<file path="src/rtl/core/bchd_pkg.sv">
// Package for the button click/hold detector: event codes, register
// indexes, payload and configuration structs. No dependencies.
package bchd_pkg;

    localparam int CfgIdxW    = 2;
    localparam int CfgDataW   = 16;
    localparam int DebW       = 8;
    localparam int TimeW      = 16;
    localparam int StampW     = 32;
    localparam int ClickW     = 2;

    localparam logic [ClickW-1:0] MaxClicks = ClickW'(2);

    localparam logic [CfgIdxW-1:0] RegDebounceTicks = CfgIdxW'(0);
    localparam logic [CfgIdxW-1:0] RegHoldTime      = CfgIdxW'(1);
    localparam logic [CfgIdxW-1:0] RegClickWindow   = CfgIdxW'(2);

    localparam logic [DebW-1:0]  DebounceTicksRst = DebW'(20);
    localparam logic [TimeW-1:0] HoldTimeRst      = TimeW'(1000);
    localparam logic [TimeW-1:0] ClickWindowRst   = TimeW'(300);

    typedef enum logic [2:0] {
        EV_NONE       = 3'd0,
        EV_SINGLE     = 3'd1,
        EV_DOUBLE     = 3'd2,
        EV_HOLD_START = 3'd3,
        EV_HOLD_END   = 3'd4
    } t_event;

    typedef struct packed {
        logic              raw_level;
        logic [StampW-1:0] now_ms;
        logic              take_event;
    } t_in;

    typedef struct packed {
        t_event event_code;
        logic   stable_level;
    } t_out;

    typedef struct packed {
        logic [DebW-1:0]  debounce_ticks;
        logic [TimeW-1:0] hold_time;
        logic [TimeW-1:0] click_window;
    } t_cfg;

    typedef struct packed {
        logic              stable;
        logic              holding;
        logic [ClickW-1:0] clicks;
    } t_status;

endpackage

</file>
<file path="src/rtl/core/button_click_hold_detector.sv">
// Top level of the button click/hold detector: input register, per-tick
// update core, output register and configuration registers. Depends on
// bchd_pkg, bchd_cfg and bchd_core.
//
//  channel   direction  signals                                  payload
//  --------  ---------  ---------------------------------------  -------------
//  tick in   in         i_in_valid, o_in_stall, i_in_data         bchd_pkg::t_in
//  event out out        o_out_valid, i_out_stall, o_out_data      bchd_pkg::t_out
//  config    in         i_cfg_we, i_cfg_idx, i_cfg_data           16-bit write
//
// One tick per cycle sustained while the output is not stalled. A tick
// transfer lands in the input register; the core then updates its state and
// the result lands in the output register, so o_out_valid rises once the
// result is registered and the result transfer is made from that register.
// Reset (i_rst_n low, synchronous) clears all state and restores register
// defaults. A stall on the output holds the result register; the input
// register then fills and o_in_stall rises in the same cycle, so no tick is
// dropped and none is processed twice.
module button_click_hold_detector (
    input  logic                          i_clk,
    input  logic                          i_rst_n,
    input  logic                          i_in_valid,
    output logic                          o_in_stall,
    input  bchd_pkg::t_in                 i_in_data,
    output logic                          o_out_valid,
    input  logic                          i_out_stall,
    output bchd_pkg::t_out                o_out_data,
    input  logic                          i_cfg_we,
    input  logic [bchd_pkg::CfgIdxW-1:0]  i_cfg_idx,
    input  logic [bchd_pkg::CfgDataW-1:0] i_cfg_data
);

    logic               r_in_valid;
    bchd_pkg::t_in      r_in_data;
    logic               r_out_valid;
    bchd_pkg::t_out     r_out_data;

    bchd_pkg::t_cfg     cfg;
    bchd_pkg::t_out     result;
    bchd_pkg::t_status  status;

    logic               out_free;
    logic               fire;
    logic               in_take;

    // output register can take a new result when empty or being drained
    assign out_free   = !r_out_valid || !i_out_stall;
    assign fire       = r_in_valid && out_free;
    assign o_in_stall = r_in_valid && !out_free;
    assign in_take    = i_in_valid && !o_in_stall;

    always_ff @(posedge i_clk) begin
        if (!i_rst_n) begin
            r_in_valid <= 1'b0;
        end else if (in_take) begin
            r_in_valid <= 1'b1;
        end else if (fire) begin
            r_in_valid <= 1'b0;
        end
    end

    always_ff @(posedge i_clk) begin
        if (in_take) begin
            r_in_data <= i_in_data;
        end
    end

    always_ff @(posedge i_clk) begin
        if (!i_rst_n) begin
            r_out_valid <= 1'b0;
        end else if (out_free) begin
            r_out_valid <= fire;
        end
    end

    always_ff @(posedge i_clk) begin
        if (fire) begin
            r_out_data <= result;
        end
    end

    bchd_cfg u_cfg (
        .i_clk      (i_clk),
        .i_rst_n    (i_rst_n),
        .i_cfg_we   (i_cfg_we),
        .i_cfg_idx  (i_cfg_idx),
        .i_cfg_data (i_cfg_data),
        .o_cfg      (cfg)
    );

    bchd_core u_core (
        .i_clk    (i_clk),
        .i_rst_n  (i_rst_n),
        .i_fire   (fire),
        .i_item   (r_in_data),
        .i_cfg    (cfg),
        .o_result (result),
        .o_status (status)
    );

    assign o_out_valid = r_out_valid;
    assign o_out_data  = r_out_data;

    // a hold only exists while the debounced level is pressed
    a_hold_pressed: assert property (@(posedge i_clk) disable iff (!i_rst_n)
        status.holding |-> status.stable)
        else $error("hold active while released");

    // a hold drops any pending clicks
    a_hold_no_clicks: assert property (@(posedge i_clk) disable iff (!i_rst_n)
        status.holding |-> (status.clicks == '0))
        else $error("clicks pending during hold");

    // click count saturates at two
    a_click_sat: assert property (@(posedge i_clk) disable iff (!i_rst_n)
        status.clicks <= bchd_pkg::MaxClicks)
        else $error("click count beyond saturation");

    // input backpressure only when both registers are full and output stalled
    a_stall_cause: assert property (@(posedge i_clk) disable iff (!i_rst_n)
        o_in_stall |-> (r_in_valid && o_out_valid && i_out_stall))
        else $error("input stalled without full pipeline");

endmodule

</file>
<file path="src/rtl/core/bchd_cfg.sv">
// Configuration register file for the detector: three write-only registers.
// Depends on bchd_pkg.
module bchd_cfg (
    input  logic                           i_clk,
    input  logic                           i_rst_n,
    input  logic                           i_cfg_we,
    input  logic [bchd_pkg::CfgIdxW-1:0]   i_cfg_idx,
    input  logic [bchd_pkg::CfgDataW-1:0]  i_cfg_data,
    output bchd_pkg::t_cfg                 o_cfg
);

    bchd_pkg::t_cfg r_cfg;

    always_ff @(posedge i_clk) begin
        if (!i_rst_n) begin
            r_cfg.debounce_ticks <= bchd_pkg::DebounceTicksRst;
            r_cfg.hold_time      <= bchd_pkg::HoldTimeRst;
            r_cfg.click_window   <= bchd_pkg::ClickWindowRst;
        end else if (i_cfg_we) begin
            case (i_cfg_idx)
                bchd_pkg::RegDebounceTicks:
                    r_cfg.debounce_ticks <= i_cfg_data[bchd_pkg::DebW-1:0];
                bchd_pkg::RegHoldTime:
                    r_cfg.hold_time <= i_cfg_data[bchd_pkg::TimeW-1:0];
                bchd_pkg::RegClickWindow:
                    r_cfg.click_window <= i_cfg_data[bchd_pkg::TimeW-1:0];
                default: begin
                    // index beyond the list: ignored
                end
            endcase
        end
    end

    assign o_cfg = r_cfg;

endmodule

</file>
<file path="src/rtl/core/bchd_core.sv">
// Per-tick update of the detector state: debounce, press/hold tracking,
// click window and event latch. Depends on bchd_pkg.
module bchd_core (
    input  logic              i_clk,
    input  logic              i_rst_n,
    input  logic              i_fire,
    input  bchd_pkg::t_in     i_item,
    input  bchd_pkg::t_cfg    i_cfg,
    output bchd_pkg::t_out    o_result,
    output bchd_pkg::t_status o_status
);

    logic                                r_stable;
    logic                                r_prev;
    logic                                r_holding;
    logic [bchd_pkg::ClickW-1:0]         r_clicks;
    logic [bchd_pkg::DebW-1:0]           r_deb_cnt;
    logic [bchd_pkg::TimeW-1:0]          r_win_cnt;
    logic [bchd_pkg::StampW-1:0]         r_press_time;
    bchd_pkg::t_event                    r_event;

    logic                                n_stable;
    logic                                n_prev;
    logic                                n_holding;
    logic [bchd_pkg::ClickW-1:0]         n_clicks;
    logic [bchd_pkg::DebW-1:0]           n_deb_cnt;
    logic [bchd_pkg::TimeW-1:0]          n_win_cnt;
    logic [bchd_pkg::StampW-1:0]         n_press_time;
    bchd_pkg::t_event                    n_event;
    bchd_pkg::t_event                    rpt_event;

    logic [bchd_pkg::DebW-1:0]           deb_inc;
    logic [bchd_pkg::TimeW-1:0]          win_inc;
    logic [bchd_pkg::StampW-1:0]         elapsed;

    always_comb begin
        n_stable     = r_stable;
        n_holding    = r_holding;
        n_clicks     = r_clicks;
        n_deb_cnt    = r_deb_cnt;
        n_win_cnt    = r_win_cnt;
        n_press_time = r_press_time;
        rpt_event    = r_event;
        deb_inc      = r_deb_cnt + bchd_pkg::DebW'(1);
        win_inc      = r_win_cnt + bchd_pkg::TimeW'(1);

        // debounce
        if (i_item.raw_level != r_stable) begin
            if (deb_inc >= i_cfg.debounce_ticks) begin
                n_stable  = i_item.raw_level;
                n_deb_cnt = '0;
            end else begin
                n_deb_cnt = deb_inc;
            end
        end else begin
            n_deb_cnt = '0;
        end

        // stable rising edge
        if (n_stable && !r_prev) begin
            n_press_time = i_item.now_ms;
            if (!r_holding && (r_clicks < bchd_pkg::MaxClicks)) begin
                n_clicks = r_clicks + bchd_pkg::ClickW'(1);
            end
        end

        // hold check, elapsed time wraps modulo 2^32
        elapsed = i_item.now_ms - n_press_time;
        if (n_stable && !r_holding &&
            (elapsed >= {{(bchd_pkg::StampW-bchd_pkg::TimeW){1'b0}}, i_cfg.hold_time})) begin
            n_holding = 1'b1;
            n_clicks  = '0;
            rpt_event = bchd_pkg::EV_HOLD_START;
        end

        // stable falling edge
        if (!n_stable && r_prev) begin
            if (r_holding) begin
                rpt_event = bchd_pkg::EV_HOLD_END;
                n_holding = 1'b0;
            end
            n_press_time = '0;
        end

        // click window, runs only while released with clicks pending
        if (!n_holding && !n_stable && (n_clicks != '0)) begin
            n_win_cnt = win_inc;
            if (win_inc >= i_cfg.click_window) begin
                if (n_clicks == bchd_pkg::ClickW'(1)) begin
                    rpt_event = bchd_pkg::EV_SINGLE;
                end else if (n_clicks == bchd_pkg::MaxClicks) begin
                    rpt_event = bchd_pkg::EV_DOUBLE;
                end
                n_clicks  = '0;
                n_win_cnt = '0;
            end
        end

        n_prev  = n_stable;
        n_event = i_item.take_event ? bchd_pkg::EV_NONE : rpt_event;
    end

    always_ff @(posedge i_clk) begin
        if (!i_rst_n) begin
            r_stable     <= 1'b0;
            r_prev       <= 1'b0;
            r_holding    <= 1'b0;
            r_clicks     <= '0;
            r_deb_cnt    <= '0;
            r_win_cnt    <= '0;
            r_press_time <= '0;
            r_event      <= bchd_pkg::EV_NONE;
        end else if (i_fire) begin
            r_stable     <= n_stable;
            r_prev       <= n_prev;
            r_holding    <= n_holding;
            r_clicks     <= n_clicks;
            r_deb_cnt    <= n_deb_cnt;
            r_win_cnt    <= n_win_cnt;
            r_press_time <= n_press_time;
            r_event      <= n_event;
        end
    end

    assign o_result.event_code   = rpt_event;
    assign o_result.stable_level = n_stable;

    assign o_status.stable  = r_stable;
    assign o_status.holding = r_holding;
    assign o_status.clicks  = r_clicks;

endmodule

</file>
<file path="config.mk">
export PLATFORM = sky130hd
export DESIGN_NAME = button_click_hold_detector
export DESIGN_NICKNAME = d
export VERILOG_FILES = /design/src/rtl/core/bchd_pkg.sv /design/src/rtl/core/button_click_hold_detector.sv /design/src/rtl/core/bchd_cfg.sv /design/src/rtl/core/bchd_core.sv
export SDC_FILE = /design/constraint.sdc
export NUM_CORES = 1
export LEC_CHECK = 0
export ABC_CLOCK_PERIOD_IN_PS = 9000
export BUFFER_PORTS_ARGS = -buffer_cell sky130_fd_sc_hd__buf_2
export CORE_MARGIN = 4
export CORE_UTILIZATION = 45
export CTS_BUF_LIST = sky130_fd_sc_hd__clkbuf_8
export CTS_CLUSTER_DIAMETER = 50
export CTS_CLUSTER_SIZE = 30
export DETAILED_ROUTE_END_ITERATION = 10
export GPL_ROUTABILITY_DRIVEN = 0
export SLEW_MARGIN = 20
export SYNTH_ARGS = -nofsm -noshare
export SYNTH_HDL_FRONTEND = slang
export SYNTH_SLANG_ARGS = --single-unit
</file>
<file path="constraint.sdc">
create_clock -name i_clk -period 9 [get_ports i_clk]
set_clock_uncertainty 0.2 [all_clocks]
set_input_delay 1.8 -clock i_clk [delete_from_list [all_inputs] [get_ports i_clk]]
set_output_delay 1.8 -clock i_clk [all_outputs]
set_load 0.02 [all_outputs]
</file>
==> results of run 1 <==
==> critical path: cells and delay by family (launching register included) <==
kind / cells / cell delay [ns]
flops: 1 / 0.40
simple gates: 8 / 1.02
compound gates: 14 / 2.89
xor+xnor: 2 / 0.42
fa+ha+maj: 5 / 1.31
buf+inv: 2 / 0.39
==> final timing paths <==
| kind | start | endpoint | slack [ns] | cells past startpoint |
|---|---|---|---|---|
| worst min register to register | u_cfg.o_cfg[13] | u_cfg.o_cfg[13] | 0.27 | 2 |
| worst max register to register | u_core.r_deb_cnt[0] | o_out_data[2] | 2.09 | 31 |
| worst min-delay path | u_cfg.o_cfg[13] | u_cfg.o_cfg[13] | 0.27 | 2 |
| worst max-delay path | u_core.r_deb_cnt[0] | o_out_data[2] | 2.09 | 31 |
==> metrics by stage <==
step | setup slack [ns] | util | instance area, um^2
after CTS | 2.082 | 0.5030 | 10240
after global placement | 2.332 | 0.4838 | 9852
after global routing | 1.487 | 0.5030 | 10240
after floorplan | 2.573 | - | 9360
after detailed placement | 2.150 | 0.4838 | 9852
final | 2.085 | 0.5030 | 10240
==> report_power, final <==
group	internal, mW	switching (mW)	total (mW)
logic	0.0767	0.116	0.193
registers	0.679	0.0128	0.692
clock network	0.250	0.274	0.524
total	1.01	0.402	1.41
==> cell type report <==
class | count | area [um^2]
Timing Repair Buffer | 69 | 362.8
Clock inverter | 15 | 157.7
Sequential cell | 143 | 3243
Inverter | 60 | 225.2
Tap cell | 270 | 337.8
Multi-Input combinational cell | 867 | 5683
Fill cell | 1986 | 10120
Clock buffer | 17 | 234.0
==> logic make-up (layout without fill, tap and decap cells) <==
family                     Yosys count  in the layout
and+or+nand+nor                    421            421
AOI/OAI and AO/OA                  299            299
DFF                                143            143
buffers and inverters              115            161
adders and majority gates           66             66
xor gates and xnor gates            53             53
muxes                               28             28
==> cells in the final DEF (no fill, tap or decap), types with 4 or more instances in the layout <==
master	count
o211a_1	4
dfxtp_1	105
a22oi_1	26
inv_6	4
inv_1	59
o21ai_1	14
nand3b_1	5
a21o_1	12
a21boi_0	25
a21oi_1	47
a211o_1	7
nor3b_1	4
xnor2_1	31
nand2b_1	17
nor3_1	22
a31oi_1	11
clkbuf_8	17
nor2b_1	44
buf_2	62
and3_1	17
ha_1	63
o21ai_0	65
or3_1	4
nor2_1	57
nand4_1	17
nand2_1	152
o2111ai_1	5
o22ai_1	5
and2_1	34
o211ai_1	18
buf_4	7
mux2i_1	27
clkinv_4	4
o221ai_1	5
nand3_1	27
or2_2	6
o21a_1	10
xor2_1	22
a211oi_1	5
edfxtp_1	38
==> synthesized netlist by cell type, types with 31 or more instances <==
master / number / area share
dfxtp_1: 105 / 0.22
xnor2_1: 31 / 0.029
edfxtp_1: 38 / 0.12
a21oi_1: 47 / 0.025
and2_1: 34 / 0.023
nand2_1: 152 / 0.061
nor2_1: 57 / 0.023
nor2b_1: 45 / 0.030
o21ai_0: 65 / 0.035
ha_1: 63 / 0.084
clkbuf_1: 47 / 0.019
inv_1: 59 / 0.024
==> layer usage <==
layer / up-vias / global-route usage / routed length (um)
li1: 4088 / - / -
met1: 3627 / 0.2620 / 10860
met2: 156 / 0.3021 / 10080
met3: 19 / 0.03295 / 852
met4: 0 / 0.04709 / 303
met5: - / 0 / 0
==> state kept, by name, indices dropped and copies added, names as in the netlist <==
register and flops:
r_in_valid 1, u_core.r_event 3, u_core.r_win_cnt 16, u_cfg.o_cfg 40, r_in_data 34, o_out_valid 1, u_core.r_stable 1, u_core.r_press_time 32
u_core.r_clicks 2, u_core.r_deb_cnt 8, u_core.r_holding 1, o_out_data 4
==> metrics.md, run 1 <==
| Metric | Value |
|---|---|
| Peak supply drop | 0.08315 mV |
| Crit Path Class | flop to flop |
| Final ANT Viol Nets | 0 |
| Count of final hold-check violations | 0 |
| # Post-CTS Setup Buffers | 0 |
| Slew @ Worst Pin | 0.9962 ns |
| Clock Latency Late Sink | 0.46 ns |
| Antenna violations before repair | 0 |
| Number of synthesized flops with an enable pin | 38 |
| Max Cap Viol | 0 |
| Die area | 23,170 um^2 |
| Largest family of logic cells by synthesized area | simple AND/OR/NAND/NOR gates |
| Fin Setup TNS | 0 ns |
| Grt total ovfl | 0 |
| Num ports | 63 |
| Nets | 1,278 |
| WHS | 0.2675 ns |
| Initial Util | 0.4596 |
| Clock Tree Buf Depth | 2 |
| Slowest stage delay, CP | 0.40 ns |
| Gate Count Post-Synth | 1,125 |
| Post-synthesis async set-or-reset flop share | 0 |
| Period utilization | 0.7683 |
| Adder-cell area share of the yosys netlist | 0.08756 |
| GR Util All Layers | 0.1875 |
| Crit end category | flop |
| Synth Area in Compound Gates | 0.2156 |
| Worst Hold Class | flop to flop |
| Crit path launch type | flop |
| Final HPWL DP | 16,210 um |
| Drt pass-1 iters | 5 |
| Tmin final | 6.915 ns |
| IO buf count | 62 |
| Post-Place Cells | 1,409 |
| Core box area | 20,360 um^2 |
| Critical-path top delay cell | dfxtp_1 |
| Fmax | 0.1446 GHz |
| Sink Count | 143 |
| Status | complete, no violations |
| Slew headroom | 0.3359 |
| RSZ-0062 raised after global routing | false |
| Die H | 152.2 um |
| Worst-path maximum fanout | 22 |
| Diode count | 0 |
| # setup viols final | 0 |
| Power Density | 137.5 nW/um^2 |
| First-pass GRT wire length | 36,630 um |
| Iteration-0 DRC Markers | 511 |
| PnR Total Power | 1.408 mW |
| Largest net degree at the start of global routing | 111 |
| CTS tree | done |
| Lkg Pwr | 3.990 nW |
| #FFs+latches synth | 143 |
| Synth warn | 0 |
| Drt drc | 0 |
| Die W | 152.2 um |
| Synth Area per Inst | 8.320 um^2 |
| Ys flop type | dfxtp_1 |
| Required @ worst endpoint | 9.00 ns |
| Simple-gate area share of the yosys netlist | 0.2228 |
| Clk root buf | clkbuf_8 |
| Std-Cell Rows | 52 |
| Synth Net Count | 1,245 |
| Total CTS buffers | 17 |
| H-tree levels | 4 |
| Arr. time, crit path | 6.91 ns |
| Worst-path clk slew | 0.09 ns |
| Vias in the first global route | 7,327 |
| Final Max Slew Viols | 0 |
| Syn Std Cell Area | 9360 um^2 |
| Via-per-instance ratio | 5.475 |
| WL/cell | 15.34 um |
| Unique masters post-synth | 77 |
| WL final | 22,100 um |
| Area growth, synth to finish | 9.438% |
| Via count | 7,890 |
| Hold-fix buffers, CTS | 0 |
| Finished Layout Cells | 1,441 |
| Post-CTS resize count | 0 |
| XOR/XNOR share of the synthesized area | 0.04959 |
| Most frequent CP cell | ha_1 |
| Layout cells sized above 1 | 0.1033 |
| Mux share of post-synthesis cell area | 0.03008 |
| Register area share after synthesis | 0.3465 |
Power figures use the tool's default switching activity.
==> inputs of run 2 (changes only) <==
Settings changed: ABC_CLOCK_PERIOD_IN_PS 9000 to 6150.
Clock period 9 ns to 6.15 ns, I/O delays scaled along.
==> run 2 against run 1 <==
Power grew 54%. First-iteration DRC count increased by 3.9%. Core utilization increased by 1.8 points. Fmax rose by 15%. Largest cell class unchanged. Routed wire length up 3.2%. Design area up 3.6%. Non-clock buffer count is 20 higher. Worst setup slack worse by 1.9 ns. Critical path depth shrank 4. Sequential share of layout area fell by 0.96 points. Combinational power rose by 52%.
==> metrics.md, run 2 (same netlist as run 1, synthesis figures left out) <==
| Metric | Value |
|---|---|
| Status | complete, no violations (unchanged) |
| Die area | 23,170 um^2 (unchanged) |
| Critical-path top delay cell | dfxtp_4 (was dfxtp_1) |
| Slowest stage delay, CP | 0.38 ns (was 0.40 ns) |
| Most frequent cells in the layout | nand2_1 (152), dfxtp_1 (100), buf_2 (62) (was nand2_1 (152), dfxtp_1 (105), o21ai_0 (65)) |
| # setup viols final | 0 (unchanged) |
| Iteration-0 DRC Markers | 531 (was 511) |
| Drt drc | 0 (unchanged) |
| Count of final hold-check violations | 0 (unchanged) |
| CTS tree | done (unchanged) |
| Slew @ Worst Pin | 1.000 ns (was 0.9962 ns) |
| Initial Util | 0.4596 (unchanged) |
| WP buf/inv | 1 (was 2) |
| Std-Cell Rows | 52 (unchanged) |
| WL final | 22,810 um (was 22,100 um) |
| RSZ-0062 raised after global routing | true (was false) |
| Via-per-instance ratio | 5.509 (was 5.475) |
| IO buf count | 62 (unchanged) |
| Final core occ | 0.5210 (was 0.5030) |
| GR Util All Layers | 0.1923 (was 0.1875) |
| Worst Hold Class | flop to flop (unchanged) |
| Clk root buf | clkbuf_8 (unchanged) |
| Max FFs per register | 40 (unchanged) |
| Fmax | 0.1669 GHz (was 0.1446 GHz) |
| Crit end category | flop (unchanged) |
| Worst-path clk slew | 0.08 ns (was 0.09 ns) |
| Tmin final | 5.993 ns (was 6.915 ns) |
| Diode count | 0 (unchanged) |
| Post-DP Area | 9951 um^2 (was 9852 um^2) |
| Final HPWL DP | 16,800 um (was 16,210 um) |
| Clock Latency Late Sink | 0.45 ns (was 0.46 ns) |
| WL/cell | 15.61 um (was 15.34 um) |
| Worst-path maximum fanout | 20 (was 22) |
| Area growth, synth to finish | 13.35% (was 9.438%) |
| Max Cap Viol | 0 (unchanged) |
| Via count | 8,049 (was 7,890) |
| Sink Count | 143 (unchanged) |
| Die H | 152.2 um (unchanged) |
| First-pass GRT wire length | 37,470 um (was 36,630 um) |
| Peak supply drop | 0.1159 mV (was 0.08315 mV) |
| H-tree levels | 4 (unchanged) |
| Arr. time, crit path | 5.99 ns (was 6.91 ns) |
| WHS | 0.2664 ns (was 0.2675 ns) |
| Crit-path leading delay family | compound AO/OA/AOI/OAI gates (unchanged) |
| Power Density | 204.2 nW/um^2 (was 137.5 nW/um^2) |
| Required @ worst endpoint | 6.15 ns (was 9.00 ns) |
| Most common cell after layout, fill and taps aside | nand2_1 (unchanged) |
| Antenna violations before repair | 0 (unchanged) |
| Crit path launch type | flop (unchanged) |
| Crit Path Class | flop to flop (unchanged) |
| Clock Tree Buf Depth | 2 (unchanged) |
| R2R cell count | 27 (was 31) |
| Final ANT Viol Nets | 0 (unchanged) |
| Layout cells sized above 1 | 0.1394 (was 0.1033) |
| Period utilization | 0.9745 (was 0.7683) |
| Fill count | 1,961 (was 1,986) |
| Grt total ovfl | 0 (unchanged) |
| Core box area | 20,360 um^2 (unchanged) |
| Total CTS buffers | 17 (unchanged) |
| Levels on crit path | 27 (was 31) |
| Nets | 1,298 (was 1,278) |
| Final Max Slew Viols | 0 (unchanged) |
| Hold-fix buffers, CTS | 0 (unchanged) |
| Post-route cell area | 10,610 um^2 (was 10,240 um^2) |
| Slew headroom | 0.3316 (was 0.3359) |
| Die W | 152.2 um (unchanged) |
| Drt pass-1 iters | 5 (unchanged) |
| Num ports | 63 (unchanged) |
| Vias in the first global route | 7,512 (was 7,327) |
| Largest net degree at the start of global routing | 80 (was 111) |
| Hold Path Depth | 2 (unchanged) |
| Lkg Pwr | 4.130 nW (was 3.990 nW) |
-- run 2: cell count changes in the layout (fill, tap and decap cells not counted), sizes merged --
cell | previous run | this run
clkinv | 8 | 5
buf | 69 | 89
bufinv | 2 | 4
clkbuf | 17 | 20
inv | 65 | 63
-- run 2: path summary, 6_finish.rpt --
kind	end	start	slack, ns
min	u_cfg.o_cfg[13]	u_cfg.o_cfg[13]	0.27
max	o_out_data[2]	u_core.r_deb_cnt[3]	0.16
min reg2reg	u_cfg.o_cfg[13]	u_cfg.o_cfg[13]	0.27
max reg2reg	o_out_data[2]	u_core.r_deb_cnt[3]	0.16
-- run 2: power by group --
part           switching, mW  internal, mW  total (mW)
logic                  0.175         0.119       0.294
registers             0.0193         0.993        1.01
clock network          0.382         0.478       0.860
-- run 2: what timing repair did --
| item | in CTS | in global routing |
|---|---|---|
| endpoints found under the setup margin | 3 | 9 |
| pin swaps | 3 | 25 |
| setup buffers | 3 | 5 |
| resized for setup | 3 | 33 |
-- run 2: area by class of cell --
class | instances | area, um^2 | share of cell area
clock buffers | 20 | 275.3 | 0.02594
clock inverters | 12 | 177.7 | 0.01675
inverters | 60 | 225.2 | 0.02123
multi-input cells | 867 | 5821 | 0.5486
flip-flops and latches | 143 | 3257 | 0.3070
well taps | 270 | 337.8 | 0.03184
repair buffers | 89 | 516.7 | 0.04870
-- run 2: through the flow --
| stage | instances | total power [mW] | setup WS [ns] | setup TNS, ns |
|---|---|---|---|---|
| after floorplan | 1125 | 1.231 | 0.02666 | 0 |
| after global placement | 1421 | 1.317 | 0.1321 | 0 |
| after detailed placement | 1421 | 1.319 | -0.02421 | -0.02421 |
| after CTS | 1456 | 2.187 | 0.01510 | 0 |
| after global routing | 1461 | 2.271 | -0.2492 | -1.830 |
| final | 1461 | 2.167 | 0.1571 | 0 |
-- run 2: per-layer routing --
layer	track usage	part of all wire
met2	0.3036	0.46
met1	0.2722	0.49
met4	0.03981	0.0091
met5	0	0
met3	0.04203	0.042
-- run 2: worst min-delay path, cell delays in order, from the launching register on --
cell	delay, ns
dfxtp_1	0.32
nand2_1	0.05
a21boi_0	0.06
